[src/rtl/irc_pkg.sv]
`default_nettype none
package irc_pkg;

   localparam int SLOT_COUNT_DEF  = 64;
   localparam int INODE_COUNT_DEF = 1024;
   localparam int REF_BITS_DEF    = 8;

   typedef enum logic [1:0] {
      OP_GET   = 2'd0,
      OP_PUT   = 2'd1,
      OP_ALLOC = 2'd2
   } opcode_type;

   typedef enum logic [1:0] {
      ST_OK       = 2'd0,
      ST_NO_INODE = 2'd1,
      ST_NO_SLOT  = 2'd2,
      ST_IGNORED  = 2'd3
   } status_type;

endpackage
`default_nettype wire

[src/rtl/irc_req_if.sv]
`default_nettype none
interface irc_req_if #(
   parameter int SLOT_COUNT  = irc_pkg::SLOT_COUNT_DEF,
   parameter int INODE_COUNT = irc_pkg::INODE_COUNT_DEF
);
   localparam int SLOT_W = (SLOT_COUNT > 1) ? $clog2(SLOT_COUNT) : 1;
   localparam int INO_W  = $clog2(INODE_COUNT);

   logic              valid;
   logic              ready;
   logic [1:0]        opcode;
   logic [INO_W-1:0]  inode_number;
   logic [SLOT_W-1:0] slot_index;

   modport source (output valid, opcode, inode_number, slot_index, input ready);
   modport sink   (input valid, opcode, inode_number, slot_index, output ready);
endinterface
`default_nettype wire

[src/rtl/irc_rsp_if.sv]
`default_nettype none
interface irc_rsp_if #(
   parameter int SLOT_COUNT  = irc_pkg::SLOT_COUNT_DEF,
   parameter int INODE_COUNT = irc_pkg::INODE_COUNT_DEF,
   parameter int REF_BITS    = irc_pkg::REF_BITS_DEF
);
   localparam int SLOT_W = (SLOT_COUNT > 1) ? $clog2(SLOT_COUNT) : 1;
   localparam int INO_W  = $clog2(INODE_COUNT);

   logic                valid;
   logic                ready;
   logic [1:0]          status;
   logic [SLOT_W-1:0]   result_slot;
   logic [INO_W-1:0]    result_inode;
   logic [REF_BITS-1:0] result_refs;
   logic                fetch_needed;
   logic                write_back;
   logic                fresh_inode;

   modport source (output valid, status, result_slot, result_inode, result_refs,
                   fetch_needed, write_back, fresh_inode, input ready);
   modport sink   (input valid, status, result_slot, result_inode, result_refs,
                   fetch_needed, write_back, fresh_inode, output ready);
endinterface
`default_nettype wire

[src/rtl/inode_refcount_cache.sv]
// get and allocate: full slot table scan through the registered slot memory read port,
//    then the hit or free slot is written; put: read, check and write back one slot
// bad slot, unused opcode, inodes exhausted: no slot access; one item at a time
// a held result does not block the next item, only the issue of the next result; the
//    output register parts the two sides
// after reset the slot memory is cleared slot by slot with req ready low
`default_nettype none
module inode_refcount_cache #(
   parameter int SLOT_COUNT  = irc_pkg::SLOT_COUNT_DEF,
   parameter int INODE_COUNT = irc_pkg::INODE_COUNT_DEF,
   parameter int REF_BITS    = irc_pkg::REF_BITS_DEF
) (
   input wire logic  clock,
   input wire logic  reset,
   irc_req_if.sink   req_ch,
   irc_rsp_if.source rsp_ch
);
   localparam int SLOT_W  = (SLOT_COUNT > 1) ? $clog2(SLOT_COUNT) : 1;
   localparam int INO_W   = $clog2(INODE_COUNT);
   localparam int CNT_W   = $clog2(INODE_COUNT + 1);
   localparam int ENTRY_W = INO_W + REF_BITS;
   localparam logic [SLOT_W-1:0]   LastSlot   = SLOT_W'(SLOT_COUNT - 1);
   localparam logic [CNT_W-1:0]    InodeLimit = CNT_W'(INODE_COUNT);
   localparam logic [REF_BITS-1:0] RefMax     = '1;
   localparam logic [REF_BITS-1:0] RefOne     = REF_BITS'(1);

   typedef enum logic [2:0] {
      S_CLEAR, S_IDLE, S_SCAN, S_SCAN_END, S_DECIDE, S_PUT_RD, S_PUT_CHK, S_RESP
   } state_type;

   // slot memory, entry = {inode, refs}
   logic [ENTRY_W-1:0] slot_mem [SLOT_COUNT];
   logic [ENTRY_W-1:0] rd_data_ff;
   logic               mem_we;
   logic [SLOT_W-1:0]  mem_wa;
   logic [ENTRY_W-1:0] mem_wd;
   logic [SLOT_W-1:0]  mem_ra;
   logic [INO_W-1:0]   rd_inode;
   logic [REF_BITS-1:0] rd_refs;

   state_type state_ff, state_in;
   logic [SLOT_W-1:0]   ptr_ff, ptr_in;
   logic                chk_vld_ff, chk_vld_in;
   logic [SLOT_W-1:0]   chk_idx_ff, chk_idx_in;
   logic [CNT_W-1:0]    alloc_cnt_ff, alloc_cnt_in;
   logic                is_alloc_ff, is_alloc_in;
   logic [INO_W-1:0]    ino_ff, ino_in;
   logic [SLOT_W-1:0]   sidx_ff, sidx_in;
   logic                hit_found_ff, hit_found_in;
   logic [SLOT_W-1:0]   hit_idx_ff, hit_idx_in;
   logic [REF_BITS-1:0] hit_refs_ff, hit_refs_in;
   logic                free_found_ff, free_found_in;
   logic [SLOT_W-1:0]   free_idx_ff, free_idx_in;
   logic [REF_BITS-1:0] hit_refs_inc;

   irc_pkg::status_type res_status_ff, res_status_in;
   logic [SLOT_W-1:0]   res_slot_ff, res_slot_in;
   logic [INO_W-1:0]    res_inode_ff, res_inode_in;
   logic [REF_BITS-1:0] res_refs_ff, res_refs_in;
   logic                res_fetch_ff, res_fetch_in;
   logic                res_wb_ff, res_wb_in;
   logic                res_fresh_ff, res_fresh_in;

   logic                rsp_valid_ff, rsp_valid_in;
   irc_pkg::status_type rsp_status_ff, rsp_status_in;
   logic [SLOT_W-1:0]   rsp_slot_ff, rsp_slot_in;
   logic [INO_W-1:0]    rsp_inode_ff, rsp_inode_in;
   logic [REF_BITS-1:0] rsp_refs_ff, rsp_refs_in;
   logic                rsp_fetch_ff, rsp_fetch_in;
   logic                rsp_wb_ff, rsp_wb_in;
   logic                rsp_fresh_ff, rsp_fresh_in;

   always_ff @(posedge clock) begin
      if (mem_we) begin
         slot_mem[mem_wa] <= mem_wd;
      end
      rd_data_ff <= slot_mem[mem_ra];
   end

   assign rd_inode = rd_data_ff[ENTRY_W-1:REF_BITS];
   assign rd_refs  = rd_data_ff[REF_BITS-1:0];
   assign mem_ra   = (state_ff == S_PUT_RD) ? sidx_ff : ptr_ff;
   assign hit_refs_inc = (hit_refs_ff == RefMax) ? hit_refs_ff : hit_refs_ff + RefOne;

   assign req_ch.ready        = (state_ff == S_IDLE);
   assign rsp_ch.valid        = rsp_valid_ff;
   assign rsp_ch.status       = rsp_status_ff;
   assign rsp_ch.result_slot  = rsp_slot_ff;
   assign rsp_ch.result_inode = rsp_inode_ff;
   assign rsp_ch.result_refs  = rsp_refs_ff;
   assign rsp_ch.fetch_needed = rsp_fetch_ff;
   assign rsp_ch.write_back   = rsp_wb_ff;
   assign rsp_ch.fresh_inode  = rsp_fresh_ff;

   always_comb begin
      state_in      = state_ff;
      ptr_in        = ptr_ff;
      chk_vld_in    = 1'b0;
      chk_idx_in    = chk_idx_ff;
      alloc_cnt_in  = alloc_cnt_ff;
      is_alloc_in   = is_alloc_ff;
      ino_in        = ino_ff;
      sidx_in       = sidx_ff;
      hit_found_in  = hit_found_ff;
      hit_idx_in    = hit_idx_ff;
      hit_refs_in   = hit_refs_ff;
      free_found_in = free_found_ff;
      free_idx_in   = free_idx_ff;
      res_status_in = res_status_ff;
      res_slot_in   = res_slot_ff;
      res_inode_in  = res_inode_ff;
      res_refs_in   = res_refs_ff;
      res_fetch_in  = res_fetch_ff;
      res_wb_in     = res_wb_ff;
      res_fresh_in  = res_fresh_ff;
      rsp_valid_in  = rsp_valid_ff;
      rsp_status_in = rsp_status_ff;
      rsp_slot_in   = rsp_slot_ff;
      rsp_inode_in  = rsp_inode_ff;
      rsp_refs_in   = rsp_refs_ff;
      rsp_fetch_in  = rsp_fetch_ff;
      rsp_wb_in     = rsp_wb_ff;
      rsp_fresh_in  = rsp_fresh_ff;
      mem_we        = 1'b0;
      mem_wa        = ptr_ff;
      mem_wd        = '0;

      if (rsp_valid_ff && rsp_ch.ready) begin
         rsp_valid_in = 1'b0;
      end

      // scan data of the slot read in the cycle before, lowest index wins
      if (chk_vld_ff) begin
         if (rd_refs != '0 && rd_inode == ino_ff && !hit_found_ff) begin
            hit_found_in = 1'b1;
            hit_idx_in   = chk_idx_ff;
            hit_refs_in  = rd_refs;
         end
         if (rd_refs == '0 && !free_found_ff) begin
            free_found_in = 1'b1;
            free_idx_in   = chk_idx_ff;
         end
      end

      case (state_ff)
         S_CLEAR: begin
            mem_we = 1'b1;
            if (ptr_ff == LastSlot) begin
               ptr_in   = '0;
               state_in = S_IDLE;
            end else begin
               ptr_in = ptr_ff + 1'b1;
            end
         end
         S_IDLE: begin
            if (req_ch.valid) begin
               ino_in        = req_ch.inode_number;
               sidx_in       = req_ch.slot_index;
               is_alloc_in   = 1'b0;
               hit_found_in  = 1'b0;
               free_found_in = 1'b0;
               ptr_in        = '0;
               res_status_in = irc_pkg::ST_OK;
               res_slot_in   = '0;
               res_inode_in  = '0;
               res_refs_in   = '0;
               res_fetch_in  = 1'b0;
               res_wb_in     = 1'b0;
               res_fresh_in  = 1'b0;
               case (req_ch.opcode)
                  irc_pkg::OP_GET: begin
                     state_in = S_SCAN;
                  end
                  irc_pkg::OP_PUT: begin
                     if (req_ch.slot_index > LastSlot) begin
                        res_status_in = irc_pkg::ST_IGNORED;
                        state_in      = S_RESP;
                     end else begin
                        state_in = S_PUT_RD;
                     end
                  end
                  irc_pkg::OP_ALLOC: begin
                     // the used map only ever fills from the bottom, so a count stands for it
                     if (alloc_cnt_ff == InodeLimit) begin
                        res_status_in = irc_pkg::ST_NO_INODE;
                        state_in      = S_RESP;
                     end else begin
                        ino_in       = alloc_cnt_ff[INO_W-1:0];
                        alloc_cnt_in = alloc_cnt_ff + 1'b1;
                        is_alloc_in  = 1'b1;
                        state_in     = S_SCAN;
                     end
                  end
                  default: begin
                     res_status_in = irc_pkg::ST_IGNORED;
                     state_in      = S_RESP;
                  end
               endcase
            end
         end
         S_SCAN: begin
            chk_vld_in = 1'b1;
            chk_idx_in = ptr_ff;
            if (ptr_ff == LastSlot) begin
               state_in = S_SCAN_END;
            end else begin
               ptr_in = ptr_ff + 1'b1;
            end
         end
         S_SCAN_END: begin
            state_in = S_DECIDE;
         end
         S_DECIDE: begin
            state_in = S_RESP;
            if (hit_found_ff) begin
               mem_we       = 1'b1;
               mem_wa       = hit_idx_ff;
               mem_wd       = {ino_ff, hit_refs_inc};
               res_slot_in  = hit_idx_ff;
               res_inode_in = ino_ff;
               res_refs_in  = hit_refs_inc;
               res_wb_in    = is_alloc_ff;
               res_fresh_in = is_alloc_ff;
            end else if (free_found_ff) begin
               mem_we       = 1'b1;
               mem_wa       = free_idx_ff;
               mem_wd       = {ino_ff, RefOne};
               res_slot_in  = free_idx_ff;
               res_inode_in = ino_ff;
               res_refs_in  = RefOne;
               res_fetch_in = !is_alloc_ff;
               res_wb_in    = is_alloc_ff;
               res_fresh_in = is_alloc_ff;
            end else begin
               res_status_in = irc_pkg::ST_NO_SLOT;
            end
         end
         S_PUT_RD: begin
            state_in = S_PUT_CHK;
         end
         S_PUT_CHK: begin
            state_in     = S_RESP;
            res_slot_in  = sidx_ff;
            res_inode_in = rd_inode;
            if (rd_refs == '0) begin
               res_status_in = irc_pkg::ST_IGNORED;
            end else begin
               mem_we      = 1'b1;
               mem_wa      = sidx_ff;
               mem_wd      = {rd_inode, rd_refs - RefOne};
               res_refs_in = rd_refs - RefOne;
               res_wb_in   = (rd_refs == RefOne);
            end
         end
         S_RESP: begin
            if (!rsp_valid_ff || rsp_ch.ready) begin
               rsp_valid_in  = 1'b1;
               rsp_status_in = res_status_ff;
               rsp_slot_in   = res_slot_ff;
               rsp_inode_in  = res_inode_ff;
               rsp_refs_in   = res_refs_ff;
               rsp_fetch_in  = res_fetch_ff;
               rsp_wb_in     = res_wb_ff;
               rsp_fresh_in  = res_fresh_ff;
               state_in      = S_IDLE;
            end
         end
         default: begin
            state_in = S_IDLE;
         end
      endcase
   end

   always_ff @(posedge clock) begin
      if (reset) begin
         state_ff      <= S_CLEAR;
         ptr_ff        <= '0;
         chk_vld_ff    <= 1'b0;
         alloc_cnt_ff  <= '0;
         hit_found_ff  <= 1'b0;
         free_found_ff <= 1'b0;
         rsp_valid_ff  <= 1'b0;
      end else begin
         state_ff      <= state_in;
         ptr_ff        <= ptr_in;
         chk_vld_ff    <= chk_vld_in;
         alloc_cnt_ff  <= alloc_cnt_in;
         hit_found_ff  <= hit_found_in;
         free_found_ff <= free_found_in;
         rsp_valid_ff  <= rsp_valid_in;
      end
      chk_idx_ff    <= chk_idx_in;
      is_alloc_ff   <= is_alloc_in;
      ino_ff        <= ino_in;
      sidx_ff       <= sidx_in;
      hit_idx_ff    <= hit_idx_in;
      hit_refs_ff   <= hit_refs_in;
      free_idx_ff   <= free_idx_in;
      res_status_ff <= res_status_in;
      res_slot_ff   <= res_slot_in;
      res_inode_ff  <= res_inode_in;
      res_refs_ff   <= res_refs_in;
      res_fetch_ff  <= res_fetch_in;
      res_wb_ff     <= res_wb_in;
      res_fresh_ff  <= res_fresh_in;
      rsp_status_ff <= rsp_status_in;
      rsp_slot_ff   <= rsp_slot_in;
      rsp_inode_ff  <= rsp_inode_in;
      rsp_refs_ff   <= rsp_refs_in;
      rsp_fetch_ff  <= rsp_fetch_in;
      rsp_wb_ff     <= rsp_wb_in;
      rsp_fresh_ff  <= rsp_fresh_in;
   end

endmodule
`default_nettype wire

[src/flat_wrapper.sv]
// flat-port wrapper written by rule: the top's interface ports become plain ports
module inode_refcount_cache_flat 
#(
   parameter int SLOT_COUNT  = irc_pkg::SLOT_COUNT_DEF,
   parameter int INODE_COUNT = irc_pkg::INODE_COUNT_DEF,
   parameter int REF_BITS    = irc_pkg::REF_BITS_DEF
)
  (clock, reset, req_ch_valid, req_ch_opcode, req_ch_inode_number, req_ch_slot_index, req_ch_ready, rsp_ch_valid, rsp_ch_status, rsp_ch_result_slot, rsp_ch_result_inode, rsp_ch_result_refs, rsp_ch_fetch_needed, rsp_ch_write_back, rsp_ch_fresh_inode, rsp_ch_ready);
  irc_req_if #(.SLOT_COUNT(SLOT_COUNT), .INODE_COUNT(INODE_COUNT)) req_ch_i ();
  irc_rsp_if #(.SLOT_COUNT(SLOT_COUNT), .INODE_COUNT(INODE_COUNT), .REF_BITS(REF_BITS)) rsp_ch_i ();
  input wire logic clock;
  input wire logic reset;
  input wire logic [$bits(req_ch_i.valid)-1:0] req_ch_valid;
  input wire logic [$bits(req_ch_i.opcode)-1:0] req_ch_opcode;
  input wire logic [$bits(req_ch_i.inode_number)-1:0] req_ch_inode_number;
  input wire logic [$bits(req_ch_i.slot_index)-1:0] req_ch_slot_index;
  output wire logic [$bits(req_ch_i.ready)-1:0] req_ch_ready;
  output wire logic [$bits(rsp_ch_i.valid)-1:0] rsp_ch_valid;
  output wire logic [$bits(rsp_ch_i.status)-1:0] rsp_ch_status;
  output wire logic [$bits(rsp_ch_i.result_slot)-1:0] rsp_ch_result_slot;
  output wire logic [$bits(rsp_ch_i.result_inode)-1:0] rsp_ch_result_inode;
  output wire logic [$bits(rsp_ch_i.result_refs)-1:0] rsp_ch_result_refs;
  output wire logic [$bits(rsp_ch_i.fetch_needed)-1:0] rsp_ch_fetch_needed;
  output wire logic [$bits(rsp_ch_i.write_back)-1:0] rsp_ch_write_back;
  output wire logic [$bits(rsp_ch_i.fresh_inode)-1:0] rsp_ch_fresh_inode;
  input wire logic [$bits(rsp_ch_i.ready)-1:0] rsp_ch_ready;
  assign req_ch_i.valid = req_ch_valid;
  assign req_ch_i.opcode = req_ch_opcode;
  assign req_ch_i.inode_number = req_ch_inode_number;
  assign req_ch_i.slot_index = req_ch_slot_index;
  assign req_ch_ready = req_ch_i.ready;
  assign rsp_ch_valid = rsp_ch_i.valid;
  assign rsp_ch_status = rsp_ch_i.status;
  assign rsp_ch_result_slot = rsp_ch_i.result_slot;
  assign rsp_ch_result_inode = rsp_ch_i.result_inode;
  assign rsp_ch_result_refs = rsp_ch_i.result_refs;
  assign rsp_ch_fetch_needed = rsp_ch_i.fetch_needed;
  assign rsp_ch_write_back = rsp_ch_i.write_back;
  assign rsp_ch_fresh_inode = rsp_ch_i.fresh_inode;
  assign rsp_ch_i.ready = rsp_ch_ready;
  inode_refcount_cache #(.SLOT_COUNT(SLOT_COUNT), .INODE_COUNT(INODE_COUNT), .REF_BITS(REF_BITS)) u_core (.clock(clock), .reset(reset), .req_ch(req_ch_i), .rsp_ch(rsp_ch_i));
endmodule
[config.mk]
export PLATFORM = sky130hd
export DESIGN_NAME = inode_refcount_cache_flat
export DESIGN_NICKNAME = d
export VERILOG_FILES = /design/src/rtl/irc_pkg.sv /design/src/rtl/irc_req_if.sv /design/src/rtl/irc_rsp_if.sv /design/src/rtl/inode_refcount_cache.sv /design/src/flat_wrapper.sv
export SDC_FILE = /design/constraint.sdc
export NUM_CORES = 2
export LEC_CHECK = 0
export BUFFER_PORTS_ARGS = -buffer_cell sky130_fd_sc_hd__buf_2
export CAP_MARGIN = 10
export CORE_AREA = 2 2 287 317
export CTS_BUF_LIST = sky130_fd_sc_hd__clkbuf_16
export CTS_CLUSTER_SIZE = 25
export DETAILED_ROUTE_END_ITERATION = 10
export DIE_AREA = 0 0 289 319
export GPL_ROUTABILITY_DRIVEN = 0
export PLACE_DENSITY = 0.84
export SYNTH_ARGS = -nofsm -noshare
export SYNTH_HDL_FRONTEND = slang
export SYNTH_SLANG_ARGS = --single-unit
[constraint.sdc]
create_clock -name clock -period 4.1 [get_ports clock]
set_input_delay 0.82 -clock clock [delete_from_list [all_inputs] [get_ports clock]]
set_output_delay 0.82 -clock clock [all_outputs]
set_load 0.1 [all_outputs]
After elaboration in Yosys (flattened, before gate mapping)
Memory sizes are Yosys's and may differ from the RTL's. A register that Yosys moved wholly into a read port is not among the register bits.
Index checks and enable logic that the tools add are counted.
{ "classes": {"bitwise_logic": 1, "n_eq_ne": 25, "reduce_logical": 29, "n_lt_le_gt_ge": 1, "n_mux": 72, "add_sub_neg": 4} }
{ "ops": {"columns": ["cell", "n"], "rows": [
  ["$mux 18", 3],
  ["$mux 6", 9],
  ["$mux 10", 5],
  ["$mux 8", 5],
  ["$pmux 18 s2", 1],
  ["$pmux 6 s3", 2],
  ["$pmux 10 s3", 1],
  ["$mux 1", 25],
  ["$pmux 8 s3", 1],
  ["$pmux 3 s7", 1],
  ["$reduce_and 4->1", 4],
  ["$mux 3", 5],
  ["$eq 3x3->1 const B", 4],
  ["$mux 2", 6],
  ["$pmux 2 s3", 2],
  ["$pmux 6 s2", 1],
  ["$add 11x1->11 const B", 1],
  ["$eq 11x11->1 const B", 1],
  ["$eq 10x10->1", 1],
  ["$ne 2x1->1 const B", 5],
  ["$ne 2x2->1 const B", 5],
  ["$pmux 3 s3", 1],
  ["$reduce_and 3->1", 3],
  ["$add 8x1->8 const B", 1],
  ["other kinds (26)", 39]
]} }
{ "word_totals": {"ramBits": 1152, "out_inout_bits": 31, "mem_count": 1, "ff_bits": 125} }
{ "mem_list": {"columns": ["name", "depth", "word_bits", "read_ports", "rd_clocked_by_memory_dff", "write_ports", "line_no", "source"], "rows": [
  ["u_core.slot_mem", 64, 18, 1, 1, 1, "inode_refcount_cache.sv:32", "logic [ENTRY_W-1:0] slot_mem [SLOT_COUNT];"]
]} }

Longest topological paths before layout
{ "depth": {"depth_word": 7, "ltp_mapped": 10} }

Worst setup path before layout
No wires, ideal clock.
{ "synth_timing": {"path_type": "reg2reg", "start": "register u_core.state_ff[1]", "end": "register u_core.res_refs_ff[0] (enable)", "setup_slack_ps": -523, "stages_incl_launch_ff": 8, "period_less_slack_ps": 4623, "setup_ps": 389, "arrival_ps": 4234, "path_cell_list": "dfxtp_1 clkbuf_1 nor3b_2 and2_1 buf_2 nor2_1 a21oi_1 a21boi_0"} }
{ "synth_between": {"elab_chain_cells": 3} }
{ "synth_lines": {"columns": ["item", "line_no", "source"], "rows": [
  ["from (decl)", "inode_refcount_cache.sv:41", "state_type state_ff, state_in;"],
  ["from (signal assigned)", "inode_refcount_cache.sv:284", "state_ff <= state_in;"],
  ["$eq 3x1->1 *", null, null],
  ["via req_ch_ready", "flat_wrapper.sv:17", "output wire logic [$bits(req_ch_i.ready)-1:0] req_ch_ready;"],
  ["$ne 2x2->1 (no line) or $reduce_bool 3->1 (tied branches)", null, null],
  ["$reduce_and 4->1 (no line) *", null, null],
  ["to (signal assigned)", "inode_refcount_cache.sv:302", "res_refs_ff <= res_refs_in;"],
  ["to (decl)", "inode_refcount_cache.sv:59", "logic [REF_BITS-1:0] res_refs_ff, res_refs_in;"]
]} }
Mark *: on every way through the listed nets, which the timed path passes. The rest lies on a longest branch.
A chain may end at the register's enable or synchronous reset.

Worst setup path after layout
{ "layout_timing": {"start": "register u_core.state_ff[2]", "end": "register u_core.rd_data_ff[12], read port of u_core.slot_mem"} }
{ "layout_between": {"elab_chain_cells": 2} }
{ "layout_lines": {"columns": ["item", "line_no", "source"], "rows": [
  ["$eq 3x3->1", "inode_refcount_cache.sv:82", "assign mem_ra = (state_ff == S_PUT_RD) ? sidx_ff : ptr_ff;"],
  ["$mux 6", "inode_refcount_cache.sv:82", null],
  ["to (decl)", "inode_refcount_cache.sv:33", "logic [ENTRY_W-1:0] rd_data_ff;"]
]} }
Every way passes these cells.

==> summary.md <==
| Metric | Value |
|---|---|
| Status | `finished, final reports clean` |
| Total Power | `about 26 mW` |
| Final worst path period share | `0.990` |
| Layout area overhead | `12.8%` |
| Critical Path AT | `4.58 ns` |
| Most common cell in the netlist | `edfxtp_1` |
| Total iterations of the first detailed-routing run | `8` |
| Yosys cell types | `between 60 and 70` |
| Max transition margin | `0.121` |
| Final Max Slew Viols | `0` |
| YS warnings | `0` |
| GR Overflow Total | `0` |
| Root Buffer | `clkbuf_16` |
| Final nets | `3099` |
| Initial antenna violation count | `4` |
| Register area share after synthesis | `0.764` |
| RSZ-0062 raised after global routing | `no` |
| Clock skew | `roughly 0.033 ns` |
| Gate Count Post-Synth | `approximately 2.9k` |
| Fillcell total | `roughly 5.5k` |
| DP Wirelength | `around 75000 microns` |
| Number of synthesized flops with an enable pin | `between 1k and 1.5k` |
| Syn Area/Cell | `around 18 sq um` |
| GRT Util Overall | `0.277` |
| # clock sinks | `between 1k and 1.5k` |
| CTS Buffer Depth | `3` |
| Critical path class | `register to register` |
| Synth Flop Type | `edfxtp_1` |
| Die Y | `319 microns` |
| Met1 Usage GRT | `0.350` |
| Post-CTS Hold Buffers | `0` |
| Mapped cell area | `slightly above 50000 sq um` |
| #FFs+latches synth | `about 1.3k` |
| Routed vias/inst | `about 6.7` |
| Post-layout util | `0.638` |
| Placed insts | `around 4.1k` |
| Post-synth top cells | `1253 x edfxtp_1, 604 x mux2i_1, 298 x o22ai_1` |
| Drt first-iter violations | `between 4k and 5k` |
| R2R Setup Slk | `~0.041 ns` |
| Die area | `roughly 90000 sq um` |
| PwrDens | `451 nW/um^2` |
| Critical path required time | `4.62 ns` |
| Cell Area, Placed | `between 50000 and 60000 sq um` |
| Crit path from | `u_core.state_ff[2]` |
| Detail Route Antenna Nets | `0` |
| Worst Hold Class | `input pin to register` |
| RR Endpoint | `u_core.rd_data_ff[12]` |
| R2r startpoint | `u_core.state_ff[2]` |
| PortBufs | `between 50 and 60` |
| I/O Pins | `53` |
| CORE AREA | `just under 90000 sq um` |
| CTS tree | `done` |
| Layout cells sized above 1 | `0.151` |
| WL/cell | `29.7 microns` |
| CTS HTree Levels | `3` |
| Met2 usage | `0.448` |
| Peak Freq | `roughly 250 MHz` |
| Critical Path End Type | `register` |
| Non-filler cells, final | `roughly 4.3k` |
| Post-route cell area | `~57000 sq um` |
| # setup viols final | `0` |
| Hold WS | `roughly 0.30 ns` |
| Via Count | `approximately 29k` |
| Global-route wire length before repair | `188000 microns` |
| Largest net degree at the start of global routing | `about 110` |
| DR DRC count | `0` |
| Crit path largest cell delay | `~0.96 ns` |
| Syn_nets | `between 2k and 3k` |
| P_leak | `22.5 nW` |
| Async SR Flop Fraction | `0` |
| Type of origin of the critical path | `register` |
| Max VDD drop | `about 330 uV` |
| GR Layer Usage met3 | `0.0608` |
| Crit Path Max Fanout | `roughly 100` |
| CTS Buf Count | `112` |
| Worst Setup EP | `u_core.rd_data_ff[12]` |
| Area leader, netlist | `edfxtp_1` |
| Worst-case reg-to-reg path depth | `7` |
| Die width | `slightly below 300 microns` |
| Clk_lat worst skew | `around 0.70 ns` |
| Top-area cell type share of the netlist area | `0.748` |
| Top post-synthesis cells by area | `edfxtp_1 75%, mux2i_1 12%, o22ai_1 3.7%` |
| Max-cap violation count | `0` |
| CP cell instances | `and3b_4, mux2i_4, buf_12, mux2i_1, o22ai_1, o41ai_1, nand4_1` |
| Slew @ Worst Pin | `approximately 1.3 ns` |
| Minimum clock period | `between 4 and 5 ns` |
| Post-Route WL | `129000 microns` |
| Post-CTS Setup Inserts | `0` |
| Slowest cell on crit path | `o41ai_1` |
| Final hold viol count | `0` |
| Top Usage Layer GRT | `met2` |
| FP Rows | `about 120` |
| Number of global-route vias before repair | `approximately 29k` |
| Clock transition at path regs | `around 0.070 ns` |
| Initial Util | `0.566` |
-- layout by cell type (no fill, tap or decap), drive strengths merged, types with 8 or more instances in the layout --
cell      instances
or3               9
dfxtp            42
a21oi            25
xor2              8
clkinvlp          8
o22ai           298
o21ai            27
mux2             11
nand2b            9
clkinv           52
xnor2            24
mux2i           604
clkbuf          115
edfxtp         1253
nand2            39
buf             250
a22o             10
inv              42
nor3             17
o41ai            72
nor2            118
nand3            27
nand4            26
-- final cells by class --
class	count	area [sq um]	area share
timing repair buffer	250	2030	0.0357
clock inverter	88	566	0.00996
tap	1170	1460	0.0258
clock buffer	115	2880	0.0507
sequential	1295	38500	0.678
antenna	1	2.50	0.0000441
inverter	20	75.1	0.00132
multi-input combinational	1391	11300	0.199
-- worst min-delay path by stage --
stage,to,slack (ns),startpoint,depth (start not counted)
2_1_floorplan,u_core.rsp_ch.fetch_needed,0.40,u_core.res_fetch_ff,0
3_3_place_gp,u_core.rsp_ch.result_slot[1],0.40,u_core.res_slot_ff[1],0
3_5_place_dp,u_core.rsp_ch.result_slot[1],0.41,u_core.res_slot_ff[1],0
5_1_grt,u_core.sidx_ff[5],0.31,req_ch_slot_index[5],1
4_1_cts,u_core.sidx_ff[5],0.30,req_ch_slot_index[5],1
6_report,u_core.sidx_ff[5],0.30,req_ch_slot_index[5],1
-- per-stage QoR --
stage	setup slack, ns	setup TNS (ns)
after floorplan	-0.336	-106.68
after global placement	-0.354	-1.76
after detailed placement	-0.0245	-0.0245
after CTS	0.00264	0
after global routing	0.0141	0
final	0.0415	0
-- layer usage --
layer	share of wire	vias up	wire length [microns]
met5	0.00030	-	38
met4	0.057	6	7380
met3	0.12	410	15600
met2	0.48	2278	61900
met1	0.34	14300	43800
li1	-	12000	-
-- what timing repair did --
action / CTS / global route
pin swaps: 0 / 0
resized for setup: 2 / 9
endpoints found under the setup margin: 2 / 13
-- kinds of logic after synthesis --
logic type / count (synthesis) / synth area share
compound gates: 461 / 0.0616
xor+xnor: 32 / 0.00557
fa+ha+maj: 7 / 0.00174
buf+inv: 176 / 0.0176
flops: 1295 / 0.764
mux: 615 / 0.123
simple gates: 276 / 0.0265
-- critical path: cells and delay by family, from the launching register on --
family | cells | cell delay (ns)
mux | 2 | 0.86
compound gates | 2 | 1.10
flops | 1 | 0.60
simple gates | 2 | 0.59
buf+inv | 1 | 0.55
-- power by group --
part / internal, mW / leakage [nW] / switching, mW / total [mW]
Combinational: 0.411 / 6.43 / 0.651 / 1.06
Clock: 5.43 / 1.75 / 4.60 / 10.0
Sequential: 14.4 / 14.4 / 0.119 / 14.5
Total: 20.2 / 22.5 / 5.37 / 25.6
-- registers in the layout, indices dropped and copies added (netlist names), 8 cells and up --
name / count
u_core.slot_mem: 1152
u_core.rd_data_ff: 18
u_core.alloc_cnt_ff: 11
u_core.ino_ff: 10
u_core.res_inode_ff: 10
u_core.rsp_ch.result_inode: 10
u_core.hit_refs_ff: 8
u_core.res_refs_ff: 8
u_core.rsp_ch.result_refs: 8
No activity file was read; power rests on OpenSTA's default activity.
